File: config.mk
export PLATFORM = sky130hd
export DESIGN_NAME = sql_read_only_classifier
export DESIGN_NICKNAME = d
export VERILOG_FILES = /design/src/rtl/rsc_pkg.sv /design/src/rtl/rsc_in_stage.sv /design/src/rtl/rsc_kw_scan.sv /design/src/rtl/rsc_hint_scan.sv /design/src/rtl/sql_read_only_classifier.sv
export SDC_FILE = /design/constraint.sdc
export NUM_CORES = 1
export LEC_CHECK = 0
export BUFFER_PORTS_ARGS = -buffer_cell sky130_fd_sc_hd__buf_2
export CAP_MARGIN = 20
export CORE_MARGIN = 2
export CORE_UTILIZATION = 54
export DETAILED_ROUTE_END_ITERATION = 12
export HOLD_SLACK_MARGIN = 0.15
export PLACE_DENSITY = 0.75
export SKIP_CTS_REPAIR_TIMING = 1
export SLEW_MARGIN = 0
export SYNTH_ARGS = -nofsm -noshare
export SYNTH_HDL_FRONTEND = slang
export SYNTH_HIERARCHICAL = 1
export SYNTH_SLANG_ARGS = --single-unit
File: constraint.sdc
create_clock -name clk -period 2.77 [get_ports clk]
set_clock_uncertainty 0.05 [all_clocks]
set_input_delay 0.554 -clock clk [delete_from_list [all_inputs] [get_ports clk]]
set_output_delay 0.554 -clock clk [all_outputs]
set_load 0.02 [all_outputs]
File: src/rtl/rsc_pkg.sv
`timescale 1ns / 1ps

package rsc_pkg;

    localparam int CHAR_W    = 8;
    localparam int KW_WIN_W  = 56;
    localparam int HINT_WIN_W = 64;

    // Packed keyword text, first character in the highest byte
    localparam logic [47:0] KW_SELECT   = "SELECT";
    localparam logic [47:0] KW_INSERT   = "INSERT";
    localparam logic [47:0] KW_UPDATE   = "UPDATE";
    localparam logic [47:0] KW_DELETE   = "DELETE";
    localparam logic [39:0] KW_ALTER    = "ALTER";
    localparam logic [47:0] KW_CREATE   = "CREATE";
    localparam logic [31:0] KW_DROP     = "DROP";
    localparam logic [39:0] KW_MERGE    = "MERGE";
    localparam logic [63:0] KW_TRUNCATE = "TRUNCATE";
    localparam logic [31:0] KW_COPY     = "COPY";
    localparam logic [39:0] KW_BEGIN    = "BEGIN";
    localparam logic [47:0] KW_COMMIT   = "COMMIT";
    localparam logic [63:0] KW_ROLLBACK = "ROLLBACK";
    localparam logic [55:0] KW_CLUSTER  = "CLUSTER";

    localparam logic [15:0] HINT_OPEN_HEAD = "/*";
    localparam logic [7:0]  CH_PLUS   = "+";
    localparam logic [7:0]  CH_STAR   = "*";
    localparam logic [7:0]  CH_SLASH  = "/";
    localparam logic [7:0]  CH_Y      = "Y";
    localparam logic [7:0]  CH_SQUOTE = 8'h27;
    localparam logic [7:0]  CH_DQUOTE = 8'h22;
    localparam logic [63:0] HINT_RO_HEAD = "READ-ONL";

    typedef enum logic [1:0] {
        MODE_SEARCH  = 2'd0,
        MODE_IN_HINT = 2'd1,
        MODE_STOPPED = 2'd2,
        MODE_MATCHED = 2'd3
    } hint_mode_t;

    typedef struct packed {
        logic              valid;
        logic              live;   // byte is part of the text (before any zero byte)
        logic              last;
        logic [CHAR_W-1:0] ch;     // upper-cased
    } rsc_item_t;

    typedef struct packed {
        logic step;
        logic clear;
    } rsc_scan_ctl_t;

    function automatic logic [CHAR_W-1:0] to_upper(input logic [CHAR_W-1:0] c);
        logic [CHAR_W-1:0] r;
        r = c;
        if (c >= 8'h61 && c <= 8'h7A)
            r = c - 8'h20;
        return r;
    endfunction

endpackage

File: src/rtl/rsc_in_stage.sv
`timescale 1ns / 1ps

module rsc_in_stage
    import rsc_pkg::*;
(
    input  logic              clk,
    input  logic              rst_n,
    input  logic              s_axis_tvalid,
    output logic              s_axis_tready,
    input  logic [7:0]        s_axis_tdata,   // [7:0] text_byte
    input  logic              s_axis_tlast,
    input  logic              advance,
    output rsc_item_t         item
);

    logic      valid_reg, valid_next;
    logic      ended_reg, ended_next;
    logic      live_reg;
    logic      last_reg;
    logic [CHAR_W-1:0] ch_reg;
    logic      accept;

    assign s_axis_tready = !valid_reg || advance;
    assign accept        = s_axis_tvalid && s_axis_tready;

    always_comb
    begin
        valid_next = valid_reg;
        if (accept)
            valid_next = 1'b1;
        else if (advance)
            valid_next = 1'b0;
    end

    // Text end is tracked at accept time; requests stay in order so this matches
    always_comb
    begin
        ended_next = ended_reg;
        if (accept)
        begin
            if (s_axis_tlast)
                ended_next = 1'b0;
            else if (s_axis_tdata == '0)
                ended_next = 1'b1;
        end
    end

    always_ff @(posedge clk or negedge rst_n)
    begin
        if (!rst_n)
        begin
            valid_reg <= 1'b0;
            ended_reg <= 1'b0;
        end
        else
        begin
            valid_reg <= valid_next;
            ended_reg <= ended_next;
        end
    end

    always_ff @(posedge clk)
    begin
        if (accept)
        begin
            live_reg <= !ended_reg && (s_axis_tdata != '0);
            last_reg <= s_axis_tlast;
            ch_reg   <= to_upper(s_axis_tdata);
        end
    end

    assign item.valid = valid_reg;
    assign item.live  = live_reg;
    assign item.last  = last_reg;
    assign item.ch    = ch_reg;

endmodule

File: src/rtl/rsc_kw_scan.sv
`timescale 1ns / 1ps

module rsc_kw_scan
    import rsc_pkg::*;
(
    input  logic              clk,
    input  logic              rst_n,
    input  rsc_scan_ctl_t     ctl,
    input  logic [CHAR_W-1:0] ch,
    output logic              select_next,
    output logic              write_next
);

    logic [KW_WIN_W-1:0] window_reg, window_next;
    logic                select_reg, write_reg;
    logic [63:0]         win;
    logic                sel_hit, wr_hit;

    assign win = {window_reg, ch};

    assign sel_hit = (win[47:0] == KW_SELECT);
    assign wr_hit  = (win[47:0] == KW_INSERT)   || (win[47:0] == KW_UPDATE) ||
                     (win[47:0] == KW_DELETE)   || (win[39:0] == KW_ALTER)  ||
                     (win[47:0] == KW_CREATE)   || (win[31:0] == KW_DROP)   ||
                     (win[39:0] == KW_MERGE)    || (win == KW_TRUNCATE)     ||
                     (win[31:0] == KW_COPY)     || (win[39:0] == KW_BEGIN)  ||
                     (win[47:0] == KW_COMMIT)   || (win == KW_ROLLBACK)     ||
                     (win[55:0] == KW_CLUSTER);

    always_comb
    begin
        window_next = window_reg;
        select_next = select_reg;
        write_next  = write_reg;
        if (ctl.step)
        begin
            window_next = win[KW_WIN_W-1:0];
            select_next = select_reg || sel_hit;
            write_next  = write_reg || wr_hit;
        end
    end

    always_ff @(posedge clk or negedge rst_n)
    begin
        if (!rst_n)
        begin
            window_reg <= '0;
            select_reg <= 1'b0;
            write_reg  <= 1'b0;
        end
        else if (ctl.clear)
        begin
            window_reg <= '0;
            select_reg <= 1'b0;
            write_reg  <= 1'b0;
        end
        else
        begin
            window_reg <= window_next;
            select_reg <= select_next;
            write_reg  <= write_next;
        end
    end

    a_clear_flags: assert property (@(posedge clk) disable iff (!rst_n)
        $past(ctl.clear) |-> (!select_reg && !write_reg && window_reg == '0))
        else $error("keyword flags not cleared after verdict");

    a_sticky_select: assert property (@(posedge clk) disable iff (!rst_n)
        (select_reg && !ctl.clear) |=> select_reg)
        else $error("select flag dropped inside a statement");

endmodule

File: src/rtl/rsc_hint_scan.sv
`timescale 1ns / 1ps

module rsc_hint_scan
    import rsc_pkg::*;
(
    input  logic              clk,
    input  logic              rst_n,
    input  rsc_scan_ctl_t     ctl,
    input  logic [CHAR_W-1:0] ch,
    output logic              matched_next
);

    hint_mode_t            mode_reg, mode_next;
    logic [HINT_WIN_W-1:0] window_reg, window_next;
    logic                  sq_odd_reg, sq_odd_next;
    logic                  dq_odd_reg, dq_odd_next;
    logic                  ro_reg, ro_next;
    logic                  sq_tgl, dq_tgl;
    logic                  open_hit, close_hit, ro_hit;

    // Unfilled window bytes are zero and no pattern holds a zero byte,
    // so the fill level never needs checking.
    assign sq_tgl    = (ch == CH_SQUOTE);
    assign dq_tgl    = (ch == CH_DQUOTE);
    assign open_hit  = (ch == CH_PLUS) && (window_reg[15:0] == HINT_OPEN_HEAD);
    assign close_hit = (ch == CH_SLASH) && (window_reg[7:0] == CH_STAR);
    assign ro_hit    = (ch == CH_Y) && (window_reg == HINT_RO_HEAD);

    always_comb
    begin
        mode_next = mode_reg;
        if (ctl.step)
        begin
            case (mode_reg)
                MODE_SEARCH:
                begin
                    if (open_hit)
                        mode_next = ((sq_odd_reg ^ sq_tgl) || (dq_odd_reg ^ dq_tgl))
                                    ? MODE_STOPPED : MODE_IN_HINT;
                end
                MODE_IN_HINT:
                begin
                    if (close_hit)
                        mode_next = ro_reg ? MODE_MATCHED : MODE_SEARCH;
                end
                default:
                    mode_next = mode_reg;
            endcase
        end
    end

    always_comb
    begin
        window_next = window_reg;
        sq_odd_next = sq_odd_reg;
        dq_odd_next = dq_odd_reg;
        ro_next     = ro_reg;
        if (ctl.step)
        begin
            case (mode_reg)
                MODE_SEARCH:
                begin
                    sq_odd_next = sq_odd_reg ^ sq_tgl;
                    dq_odd_next = dq_odd_reg ^ dq_tgl;
                    if (open_hit)
                    begin
                        if (!(sq_odd_next || dq_odd_next))
                        begin
                            ro_next     = 1'b0;
                            window_next = '0;
                        end
                    end
                    else
                        window_next = {window_reg[HINT_WIN_W-CHAR_W-1:0], ch};
                end
                MODE_IN_HINT:
                begin
                    if (close_hit)
                    begin
                        if (!ro_reg)
                        begin
                            sq_odd_next = 1'b0;
                            dq_odd_next = 1'b0;
                            window_next = '0;
                        end
                    end
                    else
                    begin
                        if (ro_hit)
                            ro_next = 1'b1;
                        window_next = {window_reg[HINT_WIN_W-CHAR_W-1:0], ch};
                    end
                end
                default:
                    window_next = window_reg;
            endcase
        end
    end

    assign matched_next = (mode_next == MODE_MATCHED);

    always_ff @(posedge clk or negedge rst_n)
    begin
        if (!rst_n)
        begin
            mode_reg   <= MODE_SEARCH;
            window_reg <= '0;
            sq_odd_reg <= 1'b0;
            dq_odd_reg <= 1'b0;
            ro_reg     <= 1'b0;
        end
        else if (ctl.clear)
        begin
            mode_reg   <= MODE_SEARCH;
            window_reg <= '0;
            sq_odd_reg <= 1'b0;
            dq_odd_reg <= 1'b0;
            ro_reg     <= 1'b0;
        end
        else
        begin
            mode_reg   <= mode_next;
            window_reg <= window_next;
            sq_odd_reg <= sq_odd_next;
            dq_odd_reg <= dq_odd_next;
            ro_reg     <= ro_next;
        end
    end

    a_matched_has_ro: assert property (@(posedge clk) disable iff (!rst_n)
        (mode_reg == MODE_MATCHED) |-> ro_reg)
        else $error("matched without READ-ONLY seen");

    a_open_clears: assert property (@(posedge clk) disable iff (!rst_n)
        (ctl.step && !ctl.clear && mode_reg == MODE_SEARCH && mode_next == MODE_IN_HINT)
        |=> (window_reg == '0 && !ro_reg))
        else $error("hint body window not cleared on open");

endmodule

File: src/rtl/sql_read_only_classifier.sv
`timescale 1ns / 1ps

// SQL read-only classifier.
// Input stream: one statement byte per request on s_axis_tdata, s_axis_tlast on
// the final byte. A zero byte ends the text; later bytes up to tlast are ignored.
// Output stream: one verdict request per statement, issued for the tlast byte.
// Bytes with tlast low produce nothing on the output.
// Throughput: one byte per cycle, with no gap between statements, except while a tlast byte waits (see Stall).
// Path: the tlast byte is held in the input register, then its verdict is
// loaded into the result register, which drives m_axis_tvalid.
// Each byte is scanned combinationally from the input register: keyword window
// compare and the hint tracker update.
// Stall: the result register holds its verdict while m_axis_tready is low;
// bytes of the next statement keep flowing, and only a second tlast byte
// waits in the input register until the verdict is taken.
// Reset: all scanner state clears, no request is pending on either side.
// Scanner state also clears after every verdict, so each statement starts fresh.
module sql_read_only_classifier
    import rsc_pkg::*;
(
    input  logic       clk,
    input  logic       rst_n,
    input  logic       s_axis_tvalid,
    output logic       s_axis_tready,
    input  logic [7:0] s_axis_tdata,   // [7:0] text_byte
    input  logic       s_axis_tlast,   // last_byte
    output logic       m_axis_tvalid,
    input  logic       m_axis_tready,
    output logic [7:0] m_axis_tdata    // [0] read_only, [1] hint_matched,
                                       // [2] select_found, [3] write_keyword_found
);

    rsc_item_t     item;
    rsc_scan_ctl_t ctl;
    logic          advance;
    logic          verdict;
    logic          matched_next, select_next, write_next;

    logic out_valid_reg, out_valid_next;
    logic ro_reg, hint_reg, sel_reg, wr_reg;

    // A non-last byte never touches the result register, so it never waits
    assign advance   = item.valid && (!item.last || !out_valid_reg || m_axis_tready);
    assign verdict   = advance && item.last;
    assign ctl.step  = advance && item.live;
    assign ctl.clear = verdict;

    rsc_in_stage u_in_stage (
        .clk           (clk),
        .rst_n         (rst_n),
        .s_axis_tvalid (s_axis_tvalid),
        .s_axis_tready (s_axis_tready),
        .s_axis_tdata  (s_axis_tdata),
        .s_axis_tlast  (s_axis_tlast),
        .advance       (advance),
        .item          (item)
    );

    rsc_hint_scan u_hint_scan (
        .clk          (clk),
        .rst_n        (rst_n),
        .ctl          (ctl),
        .ch           (item.ch),
        .matched_next (matched_next)
    );

    rsc_kw_scan u_kw_scan (
        .clk         (clk),
        .rst_n       (rst_n),
        .ctl         (ctl),
        .ch          (item.ch),
        .select_next (select_next),
        .write_next  (write_next)
    );

    always_comb
    begin
        out_valid_next = out_valid_reg;
        if (verdict)
            out_valid_next = 1'b1;
        else if (m_axis_tready)
            out_valid_next = 1'b0;
    end

    always_ff @(posedge clk or negedge rst_n)
    begin
        if (!rst_n)
            out_valid_reg <= 1'b0;
        else
            out_valid_reg <= out_valid_next;
    end

    always_ff @(posedge clk)
    begin
        if (verdict)
        begin
            ro_reg   <= matched_next || (select_next && !write_next);
            hint_reg <= matched_next;
            sel_reg  <= select_next;
            wr_reg   <= write_next;
        end
    end

    assign m_axis_tvalid = out_valid_reg;
    assign m_axis_tdata  = {4'b0000, wr_reg, sel_reg, hint_reg, ro_reg};

    a_hint_implies_ro: assert property (@(posedge clk) disable iff (!rst_n)
        (out_valid_reg && hint_reg) |-> ro_reg)
        else $error("hint verdict without read_only");

    a_keyword_verdict: assert property (@(posedge clk) disable iff (!rst_n)
        (out_valid_reg && !hint_reg) |-> (ro_reg == (sel_reg && !wr_reg)))
        else $error("keyword verdict inconsistent with flags");

    a_no_overwrite: assert property (@(posedge clk) disable iff (!rst_n)
        (out_valid_reg && !m_axis_tready) |-> !verdict)
        else $error("pending verdict overwritten");

endmodule
Word-level counts from Yosys, hierarchy flattened. Cells that the tools add are included. Widths: inputs -> output; s select.

Output and inout bits: 10. Bits in registers: 144. Logic and storage cells: 143. Input port bits: 13.

$lt $le $gt $ge: 2. Add/sub/neg operators: 1. Eq/ne operators: 32. Multiplexer cells: 42. Bitwise gates (word level): 2. Reductions and logical operators: 46.

Operator list (count): $mux 64 (6); $eq 48x47->1 const B (6); $eq 64x63->1 const B (3); $pmux 64 s2 (1); $eq 40x39->1 const B (3); $mux 56 (2); $eq 32x31->1 const B (2); $eq 56x55->1 const B (1); $eq 8x6->1 const B (5); $mux 1 (22); $logic_or 1x1->1 (19); $eq 16x14->1 const B (1); $mux 2 (6); $logic_and 1x1->1 (10); $ne 3x2->1 const B (3); $ne 3x3->1 const B (3); $eq 8x7->1 const B (1); $ge 8x7->1 const B (1); $le 8x7->1 const B (1); $logic_not 8->1 (1); $mux 8 (1); $ne 4x4->1 const B (2); $reduce_and 4->1 (2); $reduce_bool 2->1 (4); 12 further kinds (19).

Depth between registers and ports, before layout. Gate-level depths: netlist of the first run.

Depth after elaboration: 18. Depth in mapped cells: 10. Mapped depth without buffers: 8.

Modules after synthesis. Netlist of the first run, hierarchy kept.

By module, submodules not included: rsc_kw_scan (times used 1, cells an instance 309, sequential area each 1451.4 sq um, area an instance 3191.8 sq um); rsc_hint_scan (times used 1, cells an instance 237, sequential area each 1726.7 sq um, area an instance 3002.9 sq um); rsc_in_stage (times used 1, cells an instance 34, sequential area each 350.3 sq um, area an instance 514.2 sq um); sql_read_only_classifier (times used 1, cells an instance 23, sequential area each 145.1 sq um, area an instance 267.8 sq um).

Worst setup path after synthesis of the first run. OpenSTA, ideal clock, no wires.

Path kind: register to register. Start: register u_in_stage.ch_reg[0]. End: register u_hint_scan.window_reg[10]. Setup time: 67 ps. Period minus slack after synthesis: 2531 ps. Data required time: 2653 ps. Stages on the path, launching flop included: 9. Arrival: 2414 ps. Buffers on the path: 2. Path slack: 239 ps. Path through: edfxtp_1 buf_4 or4b_1 nor4_4 nand3_2 or4_4 a21oi_4 buf_6 a22o_1.

Longest elaborated chain between the ends: 6. Elaborated cells between the ends (all ways): 17. Those cells by class: eq/ne: 6; mux: 5; bitwise: 2; reduce/logical: 4.

RTL lines: start, declared (line rsc_in_stage.sv:20) `logic [CHAR_W-1:0] ch_reg;`; start signal, assigned (line rsc_in_stage.sv:68) `ch_reg <= to_upper(s_axis_tdata);`; $eq 8x6->1 (on tied branches) (line rsc_hint_scan.sv:26, rsc_hint_scan.sv:25); $logic_and 1x1->1 (on tied branches) (line rsc_hint_scan.sv:26, rsc_hint_scan.sv:25); $mux 64 (on tied branches) (line rsc_hint_scan.sv:78, rsc_hint_scan.sv:65); $pmux 64 s2 (line rsc_hint_scan.sv:60) `case (mode_reg)`; $mux 64 (line rsc_hint_scan.sv:58) `if (ctl.step)`; $mux 64 (line rsc_hint_scan.sv:112) `else if (ctl.clear)`; end signal, assigned (line rsc_hint_scan.sv:123) `window_reg <= window_next;`; end, declared (line rsc_hint_scan.sv:14) `logic [HINT_WIN_W-1:0] window_reg, window_next;`.

Several ways; a longest one is shown, not always the timed one. The select of a mux whose other input is x is not followed. A chain may end at the register's enable or synchronous reset.

Final worst setup path of the first run.
Start: register u_in_stage.ch_reg[6]. End: register u_hint_scan.window_reg[35].

Same word-level chain as after synthesis.

==> results of run 1 <==
## metal layers
metal,track usage (%),wire (um)
met5,0,0
met4,6.63,221
met3,5.04,878
met2,34.7,7280
met1,34.6,7750
## worst min path at each step
stage | startpoint | endpoint | slack, ps | depth (start not counted)
3_5_place_dp | u_hint_scan/window_reg[60]$_DFFE_PN0P_ | u_hint_scan/window_reg[60]$_DFFE_PN0P_ | 430 | 1
3_3_place_gp | u_hint_scan/window_reg[57]$_DFFE_PN0P_ | u_hint_scan/window_reg[57]$_DFFE_PN0P_ | 430 | 1
4_1_cts | rst_n | u_kw_scan/window_reg[43]$_DFFE_PN0P_ | 50 | 1
2_1_floorplan | rst_n | m_axis_tvalid$_DFFE_PN0P_ | 210 | 0
5_1_grt | s_axis_tdata[0] | u_in_stage/ch_reg[0]$_DFFE_PP_ | 270 | 1
6_report | s_axis_tlast | u_in_stage/ended_reg$_DFFE_PN0P_ | 270 | 2
## worst max-delay path: stages, from the launching register on
cell	delay (ps)
edfxtp_1	510
or4b_4	610
nor4_4	220
nand3_2	160
or4_4	460
a21oi_4	290
clkbuf_16	250
a22o_1	140
## cells by family (layout without fill, tap and decap cells)
kind of cell	count (synthesis)	in the layout	synth area share [%]
AND/OR/NAND/NOR	245	245	22.5
buffers and inverters	52	95	4.27
AO/OA/AOI/OAI	104	104	12.4
adder cells (fa/ha/maj)	1	1	0.179
flip-flops	144	144	52.7
multiplexers	56	56	8.03
other	1	4	0.0538
## cells in the mapped netlist (all sizes together), types with 12 or more instances
master  instances  share of area, %
a21oi          13               1.1
a22o           63               7.9
buf            25               2.8
clkbuf         19               1.0
dfrtp         130                47
edfxtp         14               6.0
mux2i          56               8.0
nand2          15              0.81
nand4          20               1.8
nor2           77               4.1
nor2b          13               1.3
nor4           12               1.4
nor4b          15               2.2
nor4bb         19               2.7
## cells in the final DEF, fill, tap and decap left out, types with 12 or more instances in the layout
| master | synthesis | final |
|---|---|---|
| buf_2 | 4 | 17 |
| nand2_1 | 15 | 15 |
| nor4b_1 | 12 | 12 |
| edfxtp_1 | 14 | 14 |
| nor4bb_1 | 19 | 19 |
| a22o_1 | 63 | 63 |
| nor2b_1 | 12 | 12 |
| nand4_1 | 20 | 20 |
| dfrtp_1 | 130 | 130 |
| mux2i_1 | 56 | 56 |
| buf_4 | 12 | 30 |
| nor2_1 | 77 | 76 |
| clkbuf_16 | 0 | 19 |
## power groups by stage
| stage | Combinational, mW | Clock (mW) | Sequential [mW] |
|---|---|---|---|
| 6_report | 0.912 | 2.15 | 2.67 |
| 5_1_grt | 0.994 | 2.28 | 2.70 |
| 4_1_cts | 0.872 | 2.18 | 2.66 |
| 3_5_place_dp | 0.868 | 0 | 2.69 |
| 3_3_place_gp | 0.841 | 0 | 2.68 |
| 2_1_floorplan | 0.649 | 0 | 2.59 |
## final cells by class
cell class / instances / area share (%)
Clock buffer: 21 / 5.63
Clock inverter: 11 / 1.36
Inverter: 8 / 0.375
Multi-Input combinational cell: 410 / 38.2
Sequential cell: 144 / 45.9
Tap cell: 172 / 2.69
Timing Repair Buffer: 55 / 5.77
==> qor.csv, run 1 <==
stage,metric,value,unit
status,status,"complete, no violations",
logic_synthesis,area of the mapped netlist,6980,sq um
global_routing,grt ovf,0,
power_and_ir_drop,Sequential Power Share,46.6,%
worst_setup_path,Critical path origin,u_in_stage/ch_reg[6]$_DFFE_PP_,
timing,worst setup margin,5.35,ps
finish,Multi-input gate area,3060,sq um
worst_setup_path,R2R depth,7,
cts,Longest Clk Path Bufs,2,
cts,clock latency on the worst-skew pair,420,ps
place,placed standard-cell area,7350,sq um
power_and_ir_drop,switching share of power,29.2,%
die,Die Ht,118,um
place,DP Worst Slack,69.1,ps
global_routing,Global Route Usage Sum,23.3,%
die,Die Wd,118,um
timing,Worst slew margin,59.5,%
logic_synthesis,library cells used by synthesis,66,
timing,Fin Hold WS,271,ps
die,num ports,23,
cts,clock slew at reported path FFs,60,ps
place,Routability Congestion,0.925,
timing,RSZ-0062 raised after global routing,true,
cts,TritonCTS clock tree,done,
finish,layout cells sized above 1,16.5,%
cts,root buffer selected by CTS,clkbuf_16,
worst_setup_path,Critical Path RT,3080,ps
finish,area added between synthesis and finish,14.7,%
timing,max frequency,362,MHz
cts,CTS buffer count,17,
worst_setup_path,arrival time worst endpoint,3070,ps
worst_setup_path,Worst setup SP type,flip-flop,
logic_synthesis,Mean Syn Cell Area,11.6,sq um
finish,final core occ,63.4,%
power_and_ir_drop,Clk pwr share,37.5,%
detailed_routing,DR vias/cell,6.35,
detailed_routing,Via Count,5214,
cts,CTS Sinks,144,
die,Rows,41,
die,core area,12600,sq um
logic_synthesis,number of synthesis warnings,6,
power_and_ir_drop,Int Pwr,4.06,mW
worst_setup_path,worst r2r src,u_in_stage/ch_reg[6]$_DFFE_PP_,
finish,Final nets,650,
timing,Pins Over Slew Limit,0,
worst_hold_path,HP Class,primary input to flip-flop,
detailed_routing,DRT Pass-1 Iters,5,
detailed_routing,Detailed Route WL,16.1,mm
finish,# diodes,0,
logic_synthesis,sequential area share after synthesis,52.7,%
logic_synthesis,ys flop type,dfrtp_1,
logic_synthesis,Gate Count Post-Synth,603,
finish,Register Area,3670,sq um
power_and_ir_drop,net switching power,1.67,mW
timing,fin crit period,2760,ps
power_and_ir_drop,pwr dens,717,nW/um^2
place,DP HPWL,10.6,mm
detailed_routing,DRC,0,
logic_synthesis,asr flop ratio synth,90.3,%
worst_setup_path,critical path peak fanout,16,
worst_setup_path,CP Capture Type,flip-flop,
logic_synthesis,Seq cells post-synth,144,
worst_setup_path,capturing point of the worst reg2reg path,u_hint_scan/window_reg[35]$_DFFE_PN0P_,
timing,final hold viol count,0,
worst_setup_path,Critical path destination,u_hint_scan/window_reg[35]$_DFFE_PN0P_,
power_and_ir_drop,worst vdd ir,0.000416,V
worst_setup_path,WS Path Type,flip-flop to flip-flop,
timing,measured slew at the worst slew-check pin,608,ps
finish,Final Instance Count excl. Fillers,821,
die,Starting Density,55.3,%
global_routing,first-pass GRT wire length,26.1,mm
power_and_ir_drop,power after layout,5.74,mW
global_routing,initial antenna violation count,0,
place,Placed Cells incl. Taps,784,
worst_setup_path,worst reg2reg setup slack,5,ps
place,port bufs,18,
detailed_routing,first-iteration detailed-routing DRC count,457,
run,max cap viols,0,
timing,Setup-failing EPs final,0,
detailed_routing,antenna-violating nets left,0,
detailed_routing,Routed wire per std cell,19.6,um
die,Die ar.,13800,sq um
logic_synthesis,"EDFF count, synth",14,
global_routing,vias in the first global route,4963,
finish,max reg flops,64,
timing,Post-Route Setup TNS,0,ps
timing,Final period util,99.8,%
global_routing,largest net degree at the start of global routing,65,
finish,Layout fillers,977,
power_and_ir_drop,Leakage Power,3.61,nW
cts,CTS H-tree depth,4,
finish,"Design Area, Final",8000,sq um
power_and_ir_drop,Comb power frac,15.9,%
No activity file was read; power rests on OpenSTA's default activity.
==> run 2: changes to the inputs <==
==> constraint.sdc (replaced) <==
create_clock -name clk -period 2.77 [get_ports clk]
set_clock_uncertainty 0.05 [all_clocks]
set_input_delay 0.554 -clock clk [delete_from_list [all_inputs] [get_ports clk]]
set_output_delay 0.554 -clock clk [all_outputs]
set_load 0.1 [all_outputs]
==> run 2 against run 1 <==
  * Clock power down 2%
  * Power down 0.22%
  * Flip-flop and latch count unchanged
  * Worst setup slack better by 150 ps
  * Non-clock buffer count down 7
  * Combinational power up 0.8%
  * Sequential power about the same
  * Via count up 0.21%
  * Critical path depth unchanged
  * Global-route usage up 1.1 points
  * Final area down 1.3%
  * Largest cell class unchanged
==> qor.csv, run 2 (same netlist as run 1, synthesis figures left out) <==
stage,metric,value,unit,change
timing,Pins Over Slew Limit,0,,unchanged
power_and_ir_drop,Leakage Power,3.57,nW,was 3.61 nW
global_routing,initial antenna violation count,0,,unchanged
detailed_routing,first-iteration detailed-routing DRC count,449,,was 457
finish,area added between synthesis and finish,13.2,%,was 14.7%
die,num ports,23,,unchanged
global_routing,first-pass GRT wire length,26.9,mm,was 26.1 mm
place,Routability Congestion,0.934,,was 0.925
finish,# diodes,0,,unchanged
die,Die Ht,118,um,unchanged
global_routing,vias in the first global route,5060,,"was 4,963"
power_and_ir_drop,worst vdd ir,0.000517,V,was 0.000416 V
place,port bufs,18,,unchanged
place,DP HPWL,10.6,mm,about the same
power_and_ir_drop,power after layout,5.72,mW,was 5.74 mW
place,DP Worst Slack,76.8,ps,was 69.1 ps
timing,Worst slew margin,57.2,%,was 59.5%
finish,"commonest non-fill, non-tap cell in the layout",dfrtp_1,,unchanged
worst_setup_path,Crit path largest cell delay,580,ps,was 610 ps
worst_setup_path,WS Path Type,flip-flop to flip-flop,,unchanged
die,core area,12600,sq um,unchanged
worst_setup_path,Slowest cell on crit path,or4b_1,,was or4b_4
detailed_routing,Via Count,5225,,"was 5,214"
cts,Longest Clk Path Bufs,2,,unchanged
detailed_routing,Detailed Route WL,16.1,mm,about the same
worst_setup_path,R2R depth,7,,unchanged
place,Placed Cells incl. Taps,779,,was 784
cts,clock slew at reported path FFs,60,ps,about the same
detailed_routing,DRC,0,,unchanged
worst_setup_path,CP cell instances,or4b_1 > nor4_4 > nand3_2 > or4_4 > a21oi_4 > buf_12 > a22o_1,,was or4b_4 > nor4_4 > nand3_2 > or4_4 > a21oi_4 > clkbuf_16 > a22o_1
worst_setup_path,Critical Path RT,3080,ps,about the same
worst_hold_path,HP Class,primary input to flip-flop,,unchanged
worst_hold_path,Worst Hold Depth,2,,unchanged
global_routing,Global Route Usage Sum,24.5,%,was 23.3%
cts,CTS buffer count,17,,unchanged
die,Starting Density,55.3,%,unchanged
worst_setup_path,Worst setup SP type,flip-flop,,unchanged
timing,final hold viol count,0,,unchanged
timing,Post-Route Setup TNS,0,ps,unchanged
finish,Layout fillers,1010,,was 977
finish,most frequent cells in the layout,"129 x dfrtp_1, 76 x nor2_1, 63 x a22o_1",,"was 130 x dfrtp_1, 76 x nor2_1, 63 x a22o_1"
worst_setup_path,Worst path depth,7,,unchanged
worst_setup_path,arrival time worst endpoint,2920,ps,was 3070 ps
cts,TritonCTS clock tree,done,,unchanged
timing,Setup-failing EPs final,0,,unchanged
die,Die Wd,118,um,unchanged
status,status,"complete, no violations",,unchanged
cts,root buffer selected by CTS,clkbuf_16,,unchanged
finish,Final nets,643,,was 650
timing,measured slew at the worst slew-check pin,634,ps,was 608 ps
global_routing,largest net degree at the start of global routing,69,,was 65
detailed_routing,DR vias/cell,6.42,,was 6.35
finish,layout cells sized above 1,15.7,%,was 16.5%
finish,max reg flops,64,,unchanged
worst_setup_path,"Buf+Inv Stages, Crit Path",1,,unchanged
timing,RSZ-0062 raised after global routing,false,,was true
die,Die ar.,13800,sq um,unchanged
detailed_routing,antenna-violating nets left,0,,unchanged
worst_setup_path,critical path peak fanout,39,,was 16
power_and_ir_drop,pwr dens,725,nW/um^2,was 717 nW/um^2
run,max cap viols,0,,unchanged
timing,worst setup margin,160,ps,was 5.35 ps
finish,"Design Area, Final",7900,sq um,was 8000 sq um
cts,CTS H-tree depth,4,,unchanged
cts,CTS Sinks,144,,unchanged
detailed_routing,Routed wire per std cell,19.8,um,was 19.6 um
die,Rows,41,,unchanged
timing,Final period util,94.2,%,was 99.8%
finish,Final Instance Count excl. Fillers,814,,was 821
worst_setup_path,Crit path max-delay family,simple AND/OR/NAND/NOR gates,,unchanged
cts,clock latency on the worst-skew pair,430,ps,was 420 ps
global_routing,grt ovf,0,,unchanged
timing,fin crit period,2610,ps,was 2760 ps
detailed_routing,DRT Pass-1 Iters,5,,unchanged
timing,max frequency,383,MHz,was 362 MHz
place,placed standard-cell area,7310,sq um,was 7350 sq um
worst_setup_path,CP Capture Type,flip-flop,,unchanged
[run 2: changes by cell type in the layout (fill, tap and decap cells not counted), sizes merged]
cell,before,now
inv,10,11
clkbuf,23,19
buf,52,47
clkinvlp,4,2
clkinv,4,7
[run 2: report_power, final]
group	internal (mW)	switching, mW	total, mW
logic	0.390	0.529	0.919
clock network	1.23	0.883	2.11
registers	2.38	0.315	2.69
total	4.00	1.73	5.72
[run 2: layout make-up]
class	count	area [sq um]	share of cell area (%)
clock buffers	19	433	5.48
clock inverters	13	113	1.43
inverters	8	30.0	0.380
multi-input cells	410	3060	38.7
flip-flops and latches	144	3670	46.5
well taps	172	215	2.73
repair buffers	48	374	4.74
[run 2: worst paths after layout]
check,from,endpoint,slack [ps]
worst max-delay path,u_in_stage/ch_reg[7]$_DFFE_PP_,u_hint_scan/window_reg[4]$_DFFE_PN0P_,160
worst min-delay path,s_axis_tlast,u_in_stage/ended_reg$_DFFE_PN0P_,280
worst max register to register,u_in_stage/ch_reg[7]$_DFFE_PP_,u_hint_scan/window_reg[4]$_DFFE_PN0P_,160
worst min register to register,u_hint_scan/window_reg[61]$_DFFE_PN0P_,u_hint_scan/window_reg[61]$_DFFE_PN0P_,460
max in group asynchronous,rst_n,m_axis_tvalid$_DFFE_PN0P_,1290
min in group asynchronous,rst_n,u_kw_scan/window_reg[47]$_DFFE_PN0P_,590
[run 2: stage by stage]
stage          utilization [%]  hold slack, ps
6_report                  62.6             279
5_1_grt                   62.6             271
4_1_cts                   62.3            52.2
3_5_place_dp              57.9             435
3_3_place_gp              57.9             427
2_1_floorplan                -             208
[run 2: layer usage]
metal | global-route usage [%] | wire (um) | up-vias | share of wire (%)
met4 | 8.06 | 240 | 0 | 1.5
li1 | - | - | 2331 | -
met1 | 35.6 | 7620 | 2683 | 47
met2 | 35.4 | 7410 | 186 | 46
met5 | 0 | 0 | - | 0
met3 | 6.88 | 864 | 25 | 5.4
[run 2: worst register-to-register path, cell delays in order (launching register included)]
cell and delay (ps):
edfxtp_1 460, or4b_1 580, nor4_4 210, nand3_2 160
or4_4 470, a21oi_4 210, buf_12 220, a22o_1 190
==> run 3: changes to the inputs <==
==> constraint.sdc (replaced) <==
create_clock -name clk -period 2.77 [get_ports clk]
set_clock_uncertainty 0.05 [all_clocks]
set_input_delay 0.1385 -clock clk [delete_from_list [all_inputs] [get_ports clk]]
set_output_delay 0.1385 -clock clk [all_outputs]
set_load 0.1 [all_outputs]
==> run 3 against run 2 <==
  * Hold slack improved by 10 ps
  * Flip-flop and latch count did not move
  * Register-to-register slack barely moved
  * Largest cell class unchanged
  * Largest power group unchanged
==> qor.csv, run 3 (same netlist as run 1, synthesis figures left out) <==
stage,metric,value,unit,change
worst_setup_path,Slowest cell on crit path,or4_4,,was or4b_1
global_routing,largest net degree at the start of global routing,69,,unchanged
finish,Final nets,665,,was 643
cts,CTS Sinks,144,,unchanged
detailed_routing,DR vias/cell,6.27,,was 6.42
finish,Multi-input gate area,3060,sq um,unchanged
worst_setup_path,Crit path largest cell delay,530,ps,was 580 ps
cts,root buffer selected by CTS,clkbuf_16,,unchanged
power_and_ir_drop,pwr dens,731,nW/um^2,was 725 nW/um^2
timing,Setup-failing EPs final,0,,unchanged
cts,clock slew at reported path FFs,60,ps,about the same
die,core area,12600,sq um,unchanged
detailed_routing,DRC,0,,unchanged
die,Rows,41,,unchanged
timing,RSZ-0062 raised after global routing,false,,unchanged
status,status,"complete, no violations",,unchanged
global_routing,vias in the first global route,5232,,"was 5,060"
die,Die ar.,13800,sq um,unchanged
finish,"commonest non-fill, non-tap cell in the layout",dfrtp_1,,unchanged
place,Placed Cells incl. Taps,788,,was 779
die,Die Wd,118,um,unchanged
cts,CTS buffer count,17,,unchanged
finish,max reg flops,64,,unchanged
timing,measured slew at the worst slew-check pin,996,ps,was 634 ps
finish,Register Area,3670,sq um,unchanged
cts,clock latency on the worst-skew pair,420,ps,was 430 ps
global_routing,Global Route Usage Sum,24.9,%,was 24.5%
worst_setup_path,Critical Path RT,2900,ps,was 3080 ps
timing,fin crit period,2610,ps,about the same
cts,Longest Clk Path Bufs,2,,unchanged
cts,CTS H-tree depth,4,,unchanged
worst_setup_path,CP Capture Type,flip-flop,,unchanged
worst_setup_path,CP cell instances,or3_1 > or4_4 > nor4_2 > a221oi_1 > a21o_1 > nand2_1 > inv_1 > a21o_1,,was or4b_1 > nor4_4 > nand3_2 > or4_4 > a21oi_4 > buf_12 > a22o_1
detailed_routing,DRT Pass-1 Iters,5,,unchanged
place,Routability Congestion,0.898,,was 0.934
detailed_routing,Via Count,5244,,"was 5,225"
worst_setup_path,Worst setup SP type,flip-flop,,unchanged
power_and_ir_drop,Leakage Power,3.70,nW,was 3.57 nW
detailed_routing,antenna-violating nets left,0,,unchanged
worst_setup_path,Crit path top cell by count,a21o_1,,
finish,most frequent cells in the layout,"129 x dfrtp_1, 76 x nor2_1, 63 x a22o_1",,unchanged
detailed_routing,Routed wire per std cell,20.1,um,was 19.8 um
cts,TritonCTS clock tree,done,,unchanged
worst_setup_path,worst reg2reg setup slack,160,ps,about the same
timing,Post-Route Setup TNS,0,ps,unchanged
global_routing,grt ovf,0,,unchanged
worst_setup_path,WS Path Type,flip-flop to flip-flop,,unchanged
detailed_routing,first-iteration detailed-routing DRC count,468,,was 449
worst_setup_path,"Buf+Inv Stages, Crit Path",1,,unchanged
timing,Worst slew margin,33.6,%,was 57.2%
finish,Final Instance Count excl. Fillers,836,,was 814
place,port bufs,18,,unchanged
timing,Pins Over Slew Limit,0,,unchanged
place,DP HPWL,11.0,mm,was 10.6 mm
power_and_ir_drop,worst vdd ir,0.000770,V,was 0.000517 V
die,Starting Density,55.3,%,unchanged
finish,# diodes,0,,unchanged
detailed_routing,Detailed Route WL,16.8,mm,was 16.1 mm
global_routing,first-pass GRT wire length,27.3,mm,was 26.9 mm
timing,final hold viol count,0,,unchanged
worst_setup_path,capturing point of the worst reg2reg path,ro_reg$_DFFE_PP_,,was u_hint_scan/window_reg[4]$_DFFE_PN0P_
global_routing,initial antenna violation count,0,,unchanged
finish,area added between synthesis and finish,16.9,%,was 13.2%
finish,layout cells sized above 1,16.6,%,was 15.7%
timing,worst setup margin,156,ps,was 160 ps
place,DP Worst Slack,128,ps,was 76.8 ps
worst_setup_path,R2R depth,8,,was 7
worst_setup_path,Crit path max-delay family,simple AND/OR/NAND/NOR gates,,unchanged
die,Die Ht,118,um,unchanged
worst_setup_path,critical path peak fanout,10,,was 39
timing,Final period util,94.4,%,was 94.2%
finish,Layout fillers,976,,"was 1,010"
worst_setup_path,arrival time worst endpoint,2740,ps,was 2920 ps
die,num ports,23,,unchanged
timing,max frequency,383,MHz,about the same
run,max cap viols,0,,unchanged
worst_setup_path,worst r2r src,u_kw_scan/window_reg[19]$_DFFE_PN0P_,,was u_in_stage/ch_reg[7]$_DFFE_PP_
worst_hold_path,HP Class,primary input to asynchronous set/reset pin,,was primary input to flip-flop
## run 3: cell types whose count changed in the layout (fill, tap and decap cells not counted), moves of 2 or more
| cell | before | now |
|---|---|---|
| clkinvlp_4 | 2 | 0 |
| clkinv_2 | 4 | 1 |
| inv_6 | 1 | 5 |
| dlygate4sd3_1 | 1 | 15 |
| buf_4 | 25 | 34 |
## run 3: area by class of cell
class	count	area share (%)
clock buffers	19	5.57
inverters	8	0.368
repair buffers	70	7.09
multi-input cells	410	37.5
clock inverters	13	1.78
flip-flops and latches	144	45.1
well taps	172	2.64
## run 3: stage by stage
step | util (%) | hold slack (ps) | area (sq um) | power [mW]
2_1_floorplan | - | -207 | 6990 | 3.30
4_1_cts | 63.1 | -235 | 7970 | 5.96
3_5_place_dp | 58.4 | 217 | 7370 | 3.64
5_1_grt | 64.6 | 350 | 8150 | 6.22
6_report | 64.6 | 289 | 8150 | 5.96
3_3_place_gp | 58.4 | 205 | 7370 | 3.60
## run 3: routing by layer
metal  wire (um)  vias to the layer above  share of wire [%]  global-route usage [%]
met5           0                        -                  0                       0
met4         269                        0                1.6                    7.53
met3        1040                       25                6.2                    6.88
met2        8050                      195                 48                    38.0
met1        7400                     2642                 44                    34.9
li1            -                     2382                  -                       -
## run 3: power by group
part	switching [mW]	internal [mW]
Clock	0.916	1.40
Combinational	0.556	0.422
Sequential	0.298	2.38
## run 3: worst max-delay path by stage
stage | start | slack (ps) | cells past startpoint | endpoint
5_1_grt | u_kw_scan/window_reg[19]$_DFFE_PN0P_ | 30 | 8 | ro_reg$_DFFE_PP_
3_3_place_gp | u_kw_scan/window_reg[19]$_DFFE_PN0P_ | 220 | 8 | ro_reg$_DFFE_PP_
2_1_floorplan | m_axis_tvalid$_DFFE_PN0P_ | 240 | 8 | u_hint_scan/window_reg[1]$_DFFE_PN0P_
4_1_cts | u_in_stage/ch_reg[4]$_DFFE_PP_ | 120 | 7 | u_hint_scan/window_reg[49]$_DFFE_PN0P_
3_5_place_dp | u_in_stage/ch_reg[4]$_DFFE_PP_ | 130 | 7 | u_hint_scan/window_reg[49]$_DFFE_PN0P_
6_report | u_kw_scan/window_reg[19]$_DFFE_PN0P_ | 160 | 8 | ro_reg$_DFFE_PP_
## run 3: worst reg2reg max path, cell delays in order (launching register included)
cell	delay [ps]
dfrtp_1	490
or3_1	420
or4_4	530
nor4_2	210
a221oi_1	150
a21o_1	220
nand2_1	90
inv_1	50
a21o_1	170
